$ cat src/lpu_pkg.sv
// Shared constants, types and fixed-point helpers of the lens point undistortion block.
package lpu_pkg;

    localparam int LPU_ITERATIONS = 20;
    localparam int QW             = 32;
    localparam int DIV_STEPS      = QW;
    localparam int DIV_LAT        = DIV_STEPS + 2;
    localparam int ITER_LAT       = 10;
    localparam int OUT_LAT        = 3;
    localparam int CFG_IW         = 8;
    localparam int CFG_DW         = 32;

    localparam logic signed [63:0] Q_ONE  = 64'sd268435456;
    localparam logic signed [63:0] Q_HALF = 64'sd134217728;
    localparam logic signed [31:0] S32_MIN = 32'sh80000000;
    localparam logic signed [31:0] S32_MAX = 32'sh7fffffff;
    localparam logic signed [17:0] S18_MIN = 18'sh20000;
    localparam logic signed [17:0] S18_MAX = 18'sh1ffff;

    localparam logic [17:0] FOCAL_RESET = 18'd16384;

    typedef enum logic [CFG_IW-1:0] {
        CFG_PRINCIPAL = 8'd0,
        CFG_FOCAL_X   = 8'd1,
        CFG_FOCAL_Y   = 8'd2,
        CFG_K1        = 8'd3,
        CFG_K2        = 8'd4,
        CFG_K3        = 8'd5,
        CFG_P1        = 8'd6,
        CFG_P2        = 8'd7
    } cfg_reg_t;

    typedef struct packed {
        logic signed [31:0] k1;
        logic signed [31:0] k2;
        logic signed [31:0] k3;
        logic signed [31:0] p1;
        logic signed [31:0] p2;
    } coef_t;

    typedef struct packed {
        logic signed [31:0] x0;
        logic signed [31:0] x1;
        logic signed [31:0] xd0;
        logic signed [31:0] xd1;
        logic               clip;
    } pt_t;

    typedef struct packed {
        logic               clip;
        logic signed [31:0] val;
    } sat_t;

    typedef struct packed {
        logic               clip;
        logic signed [17:0] val;
    } sat18_t;

    function automatic sat_t sat32(input logic signed [63:0] v);
        sat_t r;
        if (v[63:31] == '0 || v[63:31] == '1)
        begin
            r.clip = 1'b0;
            r.val  = v[31:0];
        end
        else
        begin
            r.clip = 1'b1;
            r.val  = v[63] ? S32_MIN : S32_MAX;
        end
        return r;
    endfunction

    // floor((p + 2^27) / 2^28), then saturate
    function automatic sat_t rnd28(input logic signed [63:0] p);
        logic signed [63:0] t;
        t = p + Q_HALF;
        return sat32(t >>> 28);
    endfunction

    function automatic sat18_t sat18(input logic signed [24:0] v);
        sat18_t r;
        if (v[24:17] == '0 || v[24:17] == '1)
        begin
            r.clip = 1'b0;
            r.val  = v[17:0];
        end
        else
        begin
            r.clip = 1'b1;
            r.val  = v[24] ? S18_MIN : S18_MAX;
        end
        return r;
    endfunction

endpackage

$ cat src/lpu_out.sv
// Back to pixels: scale by the focal lengths, round, add the principal point, saturate.
module lpu_out (
    input  logic               clk,
    input  logic               rst_n,
    input  logic               en,
    input  logic [17:0]        focal_x,
    input  logic [17:0]        focal_y,
    input  logic [15:0]        cx,
    input  logic [15:0]        cy,
    input  logic               in_valid,
    input  lpu_pkg::pt_t       in_pt,
    output logic               out_valid,
    output logic signed [17:0] ideal_x,
    output logic signed [17:0] ideal_y,
    output logic               clipped
);
    import lpu_pkg::*;

    logic [OUT_LAT-1:0] v_reg;
    logic signed [63:0] px_reg, py_reg;
    logic signed [24:0] rx_reg, ry_reg;
    logic               c1_reg, c2_reg, c3_reg;
    logic signed [17:0] ox_reg, oy_reg;
    logic signed [63:0] tx_next, ty_next;
    sat18_t             sx_next, sy_next;

    always_comb
    begin
        tx_next = (px_reg + Q_HALF) >>> 28;
        ty_next = (py_reg + Q_HALF) >>> 28;
        sx_next = sat18(rx_reg + $signed({9'b0, cx}));
        sy_next = sat18(ry_reg + $signed({9'b0, cy}));
    end

    always_ff @(posedge clk or negedge rst_n)
    begin
        if (!rst_n)
        begin
            v_reg <= '0;
        end
        else if (en)
        begin
            v_reg <= {v_reg[OUT_LAT-2:0], in_valid};
        end
    end

    always_ff @(posedge clk)
    begin
        if (en)
        begin
            px_reg <= 64'(in_pt.x0) * 64'($signed({1'b0, focal_x}));
            py_reg <= 64'(in_pt.x1) * 64'($signed({1'b0, focal_y}));
            c1_reg <= in_pt.clip;
            rx_reg <= 25'(tx_next);
            ry_reg <= 25'(ty_next);
            c2_reg <= c1_reg;
            ox_reg <= sx_next.val;
            oy_reg <= sy_next.val;
            c3_reg <= c2_reg | sx_next.clip | sy_next.clip;
        end
    end

    assign out_valid = v_reg[OUT_LAT-1];
    assign ideal_x   = ox_reg;
    assign ideal_y   = oy_reg;
    assign clipped   = c3_reg;

endmodule

$ cat config.mk
export PLATFORM = sky130hd
export DESIGN_NAME = lpu_out
export DESIGN_NICKNAME = d
export VERILOG_FILES = /design/src/lpu_pkg.sv /design/src/lpu_out.sv
export SDC_FILE = /design/constraint.sdc
export NUM_CORES = 2
export LEC_CHECK = 0
export BUFFER_PORTS_ARGS = -buffer_cell sky130_fd_sc_hd__clkbuf_2
export CORE_MARGIN = 2
export CORE_UTILIZATION = 40
export DETAILED_ROUTE_END_ITERATION = 10
export HOLD_SLACK_MARGIN = 0.03
export SLEW_MARGIN = 10
export SYNTH_ARGS = -nofsm -noshare
export SYNTH_HDL_FRONTEND = slang
export SYNTH_SLANG_ARGS = --single-unit
export TNS_END_PERCENT = 5
$ cat constraint.sdc
create_clock -name clk -period 4.4 [get_ports clk]
set_clock_uncertainty 0.2 [all_clocks]
set_input_delay 0.44 -clock clk [delete_from_list [all_inputs] [get_ports clk]]
set_output_delay 0.44 -clock clk [all_outputs]
set_load 0.02 [all_outputs]
## Yosys cells after proc, flatten, opt, wreduce, memory -nomap -nowiden

Index checks and enable logic that the tools add are counted.

| storage, ports and cells | value |
|---|---|
| register bits | 194 |
| memories | 0 |
| logic and storage cells | 28 |
| memory bits (read-only) | 0 |
| memory bits (writable) | 0 |
| input port bits | 201 |
| output and inout port bits | 38 |
| latch bits | 0 |

| operators by class | value |
|---|---|
| equal/unequal tests | 2 |
| $mul | 2 |
| mux-type cells | 4 |
| reduce and logical (&&, ||, !) cells | 4 |
| $add $sub $neg | 4 |
| magnitude comparators | 0 |
| bitwise logic cells | 2 |
| divide/modulo/power cells | 0 |
| shift operators | 0 |

Operator list:

| kind | count |
|---|---|
| 51-bit by 29-bit adder with 52-bit output (second input constant) | 2 |
| 32-bit by 19-bit multiplier with 51-bit output | 2 |
| 25-bit by 17-bit adder with 25-bit output | 2 |
| 19-bit 2-to-1 mux | 2 |
| 18-bit 2-to-1 mux | 2 |
| 8-bit equality test (second input constant) | 2 |
| 8-bit logical NOT | 2 |
| 1-bit logical OR | 2 |
| 1-bit OR | 2 |

## Logic depth before layout (Yosys ltp)

| logic depth | value |
|---|---|
| depth in word-level cells | 6 |
| gate-level depth with buffers | 26 |
| gate-level depth less buffers | 24 |

## Least setup slack after synthesis

OpenSTA, ideal clock, no wires.

| timing | value |
|---|---|
| kind | input-to-reg |
| start point | input in_pt[128] (netlist bit) |
| end point | register px_reg[49] (data pin) |
| slack | -2291 ps |
| arrival | 6232 ps |
| stages | 21 |
| library setup time | 258 ps |
| buffers on the path | 2 |
| required time | 3942 ps |
| cell sequence | clkbuf_1 > clkbuf_1 > nand2_1 > fa_1 > fa_1 > fa_1 > inv_1 > fa_1 > fa_1 > inv_1 > fa_1 > inv_1 > ha_1 > and3_1 > a22o_1 > nor3_1 > o21ai_1 > a211oi_1 > o21bai_1 > a211oi_1 > nor2_1 |

| on the way | value |
|---|---|
| longest elaborated chain between the ends | 1 |

Ends and longest elaborated chain:

| element | RTL line | RTL |
|---|---|---|
| from (decl) | lpu_out.sv:11 | `input lpu_pkg::pt_t in_pt,` |
| 32-bit by 19-bit multiplier with 51-bit output | lpu_out.sv:51 | `px_reg <= 64'(in_pt.x0) * 64'($signed({1'b0, focal_x}));` |
| to (signal assigned) | lpu_out.sv:51 |  |
| to (decl) | lpu_out.sv:20 | `logic signed [63:0] px_reg, py_reg;` |

No other way between the ends.
A chain may end at the register's enable or synchronous reset.

## Final worst setup path

| timing | value |
|---|---|
| start point | input in_pt[102] (netlist bit) |
| end point | register px_reg[48] (data pin) |

Same word-level chain as after synthesis.

==> flow_summary.ini <==
[floorplanning]
die-width_um = 345
die_area_sq_um = 119000
dieHeight_um = 345
start_util = 0.402
rows = 125
ios = 239
core_area_sq_um = 116000

[setup_path]
path_max_fanout = 11
worstSetupPathType = primary input to flop
critPathCaptureType = flop
critPathSlowestCell = fa_1
cp_num_buf_inv = 7
cp_cell_sequence = buf_2 > and2_1 > fa_1 > inv_1 > fa_1 > inv_1 > fa_1 > fa_1 > fa_1 > inv_1 > fa_1 > inv_1 > ha_4 > nand2_2 > nor3_4 > or4b_4 > o22ai_4 > o21ai_2 > buf_6 > o21ai_4 > a211oi_4 > o21bai_1 > buf_4 > xor2_1
reg2regPathDepth = 13
rr_startpoint = ry_reg[0]$_DFFE_PP_
crit_family = adder cells
crit_path_start_kind = primary input
cp.required_ns = 4.38
critPathMostFrequentCell = fa_1
reg2reg_slack_ns = 0.64
r2r_end = ideal_y[2]$_DFFE_PP_
worstPathArrival_ns = 6.45
max_stage_delay_ns = 0.56

[detailed_routing]
vias = 33263
vias_per_cell = 4.75
drt_first_pass_iters = 5
wl_per_cell_um = 16.5
drt_iter0_drc = 1273
ant_nets = 0
drc = 0
routed_wl_um = 115000

[synth]
yosysUniqueCellTypes = 72
synth_flop_cell = edfxtp_1
seq_area_frac_synth = 0.0886
synth_edf_count = 135
synthesis.area_sq_um = 46600
ys_ff_latch = 138
yosysWarnings = 0
syn_nets = 6504
netlist_instances = 4909
synth-async-reset-ratio = 0.0217
syn_area_per_cell_sq_um = 9.49

[global_routing]
antenna_found_initial = 3
grt_pass1_vias = 37467
grtUsageTotal = 0.201
grt_max_degree = 86
grt-ovfl-total = 0
grt_pass1_wl_um = 194000

[timing]
relSlewSlack = 0.414
finalCriticalPeriod_ns = 6.47
period_share = 1.47
hold_viol_final = 0
setup_viol = 48
setup_slack_ns = -2.07
slew_violations = 0
tightest_slew_ns = 0.879
max_freq_mhz = 155
fin_hold_ws_ns = 0.139
rsz0062_at_grt = true

[cells_and_area]
final_nets = 7068
utilization = 0.474
syn2layout_area_growth_pct = 17.9
n_antenna_cell = 0
layout_common_cells = 1296 x inv_1, 1082 x fa_1, 747 x and2_1
final_common_cell = inv_1
layout-drive-gt1-share = 0.170

[placement]
dp_hpwl_um = 100000
place_congestion = 0.871
portBuffers = 174

[clocking]
cts_tree = built
cts.sinks = 138
clk_pin_slew_worst_paths_ns = 0.07
cts_made_buffers = 17
cts_buffer_depth = 2
clockRootBuffer = clkbuf_16
cts_max_level = 4
clock_latency_ns = 0.43

[run_status]
outcome = finished, violations left
violations = setup timing

[run]
cap_violations = 0

[hold_path]
min_path_type = primary input to async pin
## cell families (layout without fill, tap and decap cells)
kind of cell	after synthesis	count (layout)	synth area share
multiplexers	11	11	0.00244
XOR/XNOR	132	132	0.0248
adder cells (fa/ha/maj)	1394	1394	0.554
buffers and inverters	1490	2067	0.121
flip-flops	138	138	0.0886
AO/OA/AOI/OAI	316	316	0.0460
AND/OR/NAND/NOR	1428	1428	0.164
## worst max path at each step
| stage | start | endpoint | cells past startpoint |
|---|---|---|---|
| 6_report | in_pt[102] | px_reg[48]$_DFFE_PP_ | 24 |
| 5_1_grt | focal_x[7] | px_reg[49]$_DFFE_PP_ | 28 |
| 4_1_cts | focal_x[5] | px_reg[50]$_DFFE_PP_ | 25 |
| 3_5_place_dp | focal_x[6] | px_reg[48]$_DFFE_PP_ | 25 |
| 3_3_place_gp | in_pt[109] | px_reg[48]$_DFFE_PP_ | 26 |
| 2_1_floorplan | in_pt[115] | px_reg[37]$_DFFE_PP_ | 23 |
## what timing repair did
item	in CTS	in global routing
endpoints found under the setup margin	48	48
pin swaps	54	34
cloned	2	2
gates resized for setup	148	61
endpoints found under the hold margin	4	1
hold buffers	2	1
buffers inserted	8	2
## metal layers
| layer | routed length, um | vias up | share of wire | global-route usage |
|---|---|---|---|---|
| li1 | - | 15452 | - | - |
| met1 | 50100 | 17101 | 0.43 | 0.264 |
| met2 | 58600 | 591 | 0.51 | 0.363 |
| met3 | 4330 | 115 | 0.038 | 0.0191 |
| met4 | 2210 | 4 | 0.019 | 0.0388 |
| met5 | 33 | - | 0.00029 | 0 |
## worst register-to-register path: stages (launching register included)
cell and delay [ns]:
edfxtp_1 0.38, ha_1 0.20, inv_1 0.06, fa_1 0.38
nand2b_1 0.20, a21oi_1 0.20, o21ai_1 0.14, a21oi_2 0.22
o21a_1 0.18, mux2i_1 0.08, a311oi_1 0.27, a21oi_1 0.10
a311oi_2 0.80, a31o_2 0.22
## area by class of cell
cell class	instances	area [sq um]
Clock buffer	17	425
Clock inverter	15	190
Fill cell	10912	60900
Inverter	1307	4910
Multi-Input combinational cell	3281	37600
Sequential cell	138	4130
Tap cell	1524	1910
Timing Repair Buffer	728	5810
## cells in the mapped netlist, types with 6 or more instances
| cell | count | area share |
|---|---|---|
| clkbuf_1 | 177 | 0.014 |
| or3_1 | 6 | 0.00081 |
| o211ai_1 | 8 | 0.0013 |
| and2_1 | 770 | 0.10 |
| fa_1 | 1114 | 0.48 |
| o21a_1 | 13 | 0.0021 |
| mux2i_1 | 8 | 0.0017 |
| xor2_1 | 44 | 0.0083 |
| nand2_1 | 441 | 0.036 |
| o21ai_1 | 8 | 0.00086 |
| ha_1 | 280 | 0.075 |
| nand4_1 | 23 | 0.0031 |
| nor3_1 | 11 | 0.0012 |
| nor2_1 | 60 | 0.0048 |
| xnor2_1 | 88 | 0.017 |
| nor2b_1 | 15 | 0.0020 |
| a21o_1 | 64 | 0.010 |
| a21oi_1 | 88 | 0.0094 |
| inv_1 | 1307 | 0.11 |
| o21bai_1 | 12 | 0.0019 |
| and4_1 | 8 | 0.0015 |
| nand3_1 | 51 | 0.0055 |
| nand2b_1 | 14 | 0.0019 |
| a31oi_1 | 11 | 0.0015 |
| edfxtp_1 | 135 | 0.087 |
| and3_1 | 15 | 0.0020 |
| o21ai_0 | 47 | 0.0050 |
| a211oi_1 | 12 | 0.0019 |
## metrics by stage
stage	setup TNS [ns]	instances	instance area, sq um	setup WS, ns
final	-83.72	7010	55000	-2.07
after global routing	-92.95	7010	55000	-2.28
after CTS	-84.06	7005	54700	-2.06
after detailed placement	-120.51	6961	53400	-2.79
after global placement	-117.62	6961	53400	-2.66
after floorplan	-78.56	4909	47000	-1.87
Power is left out: the tool's default activity adds up to more than one toggle a clock period on the data nets, which glitch-free logic cannot reach.
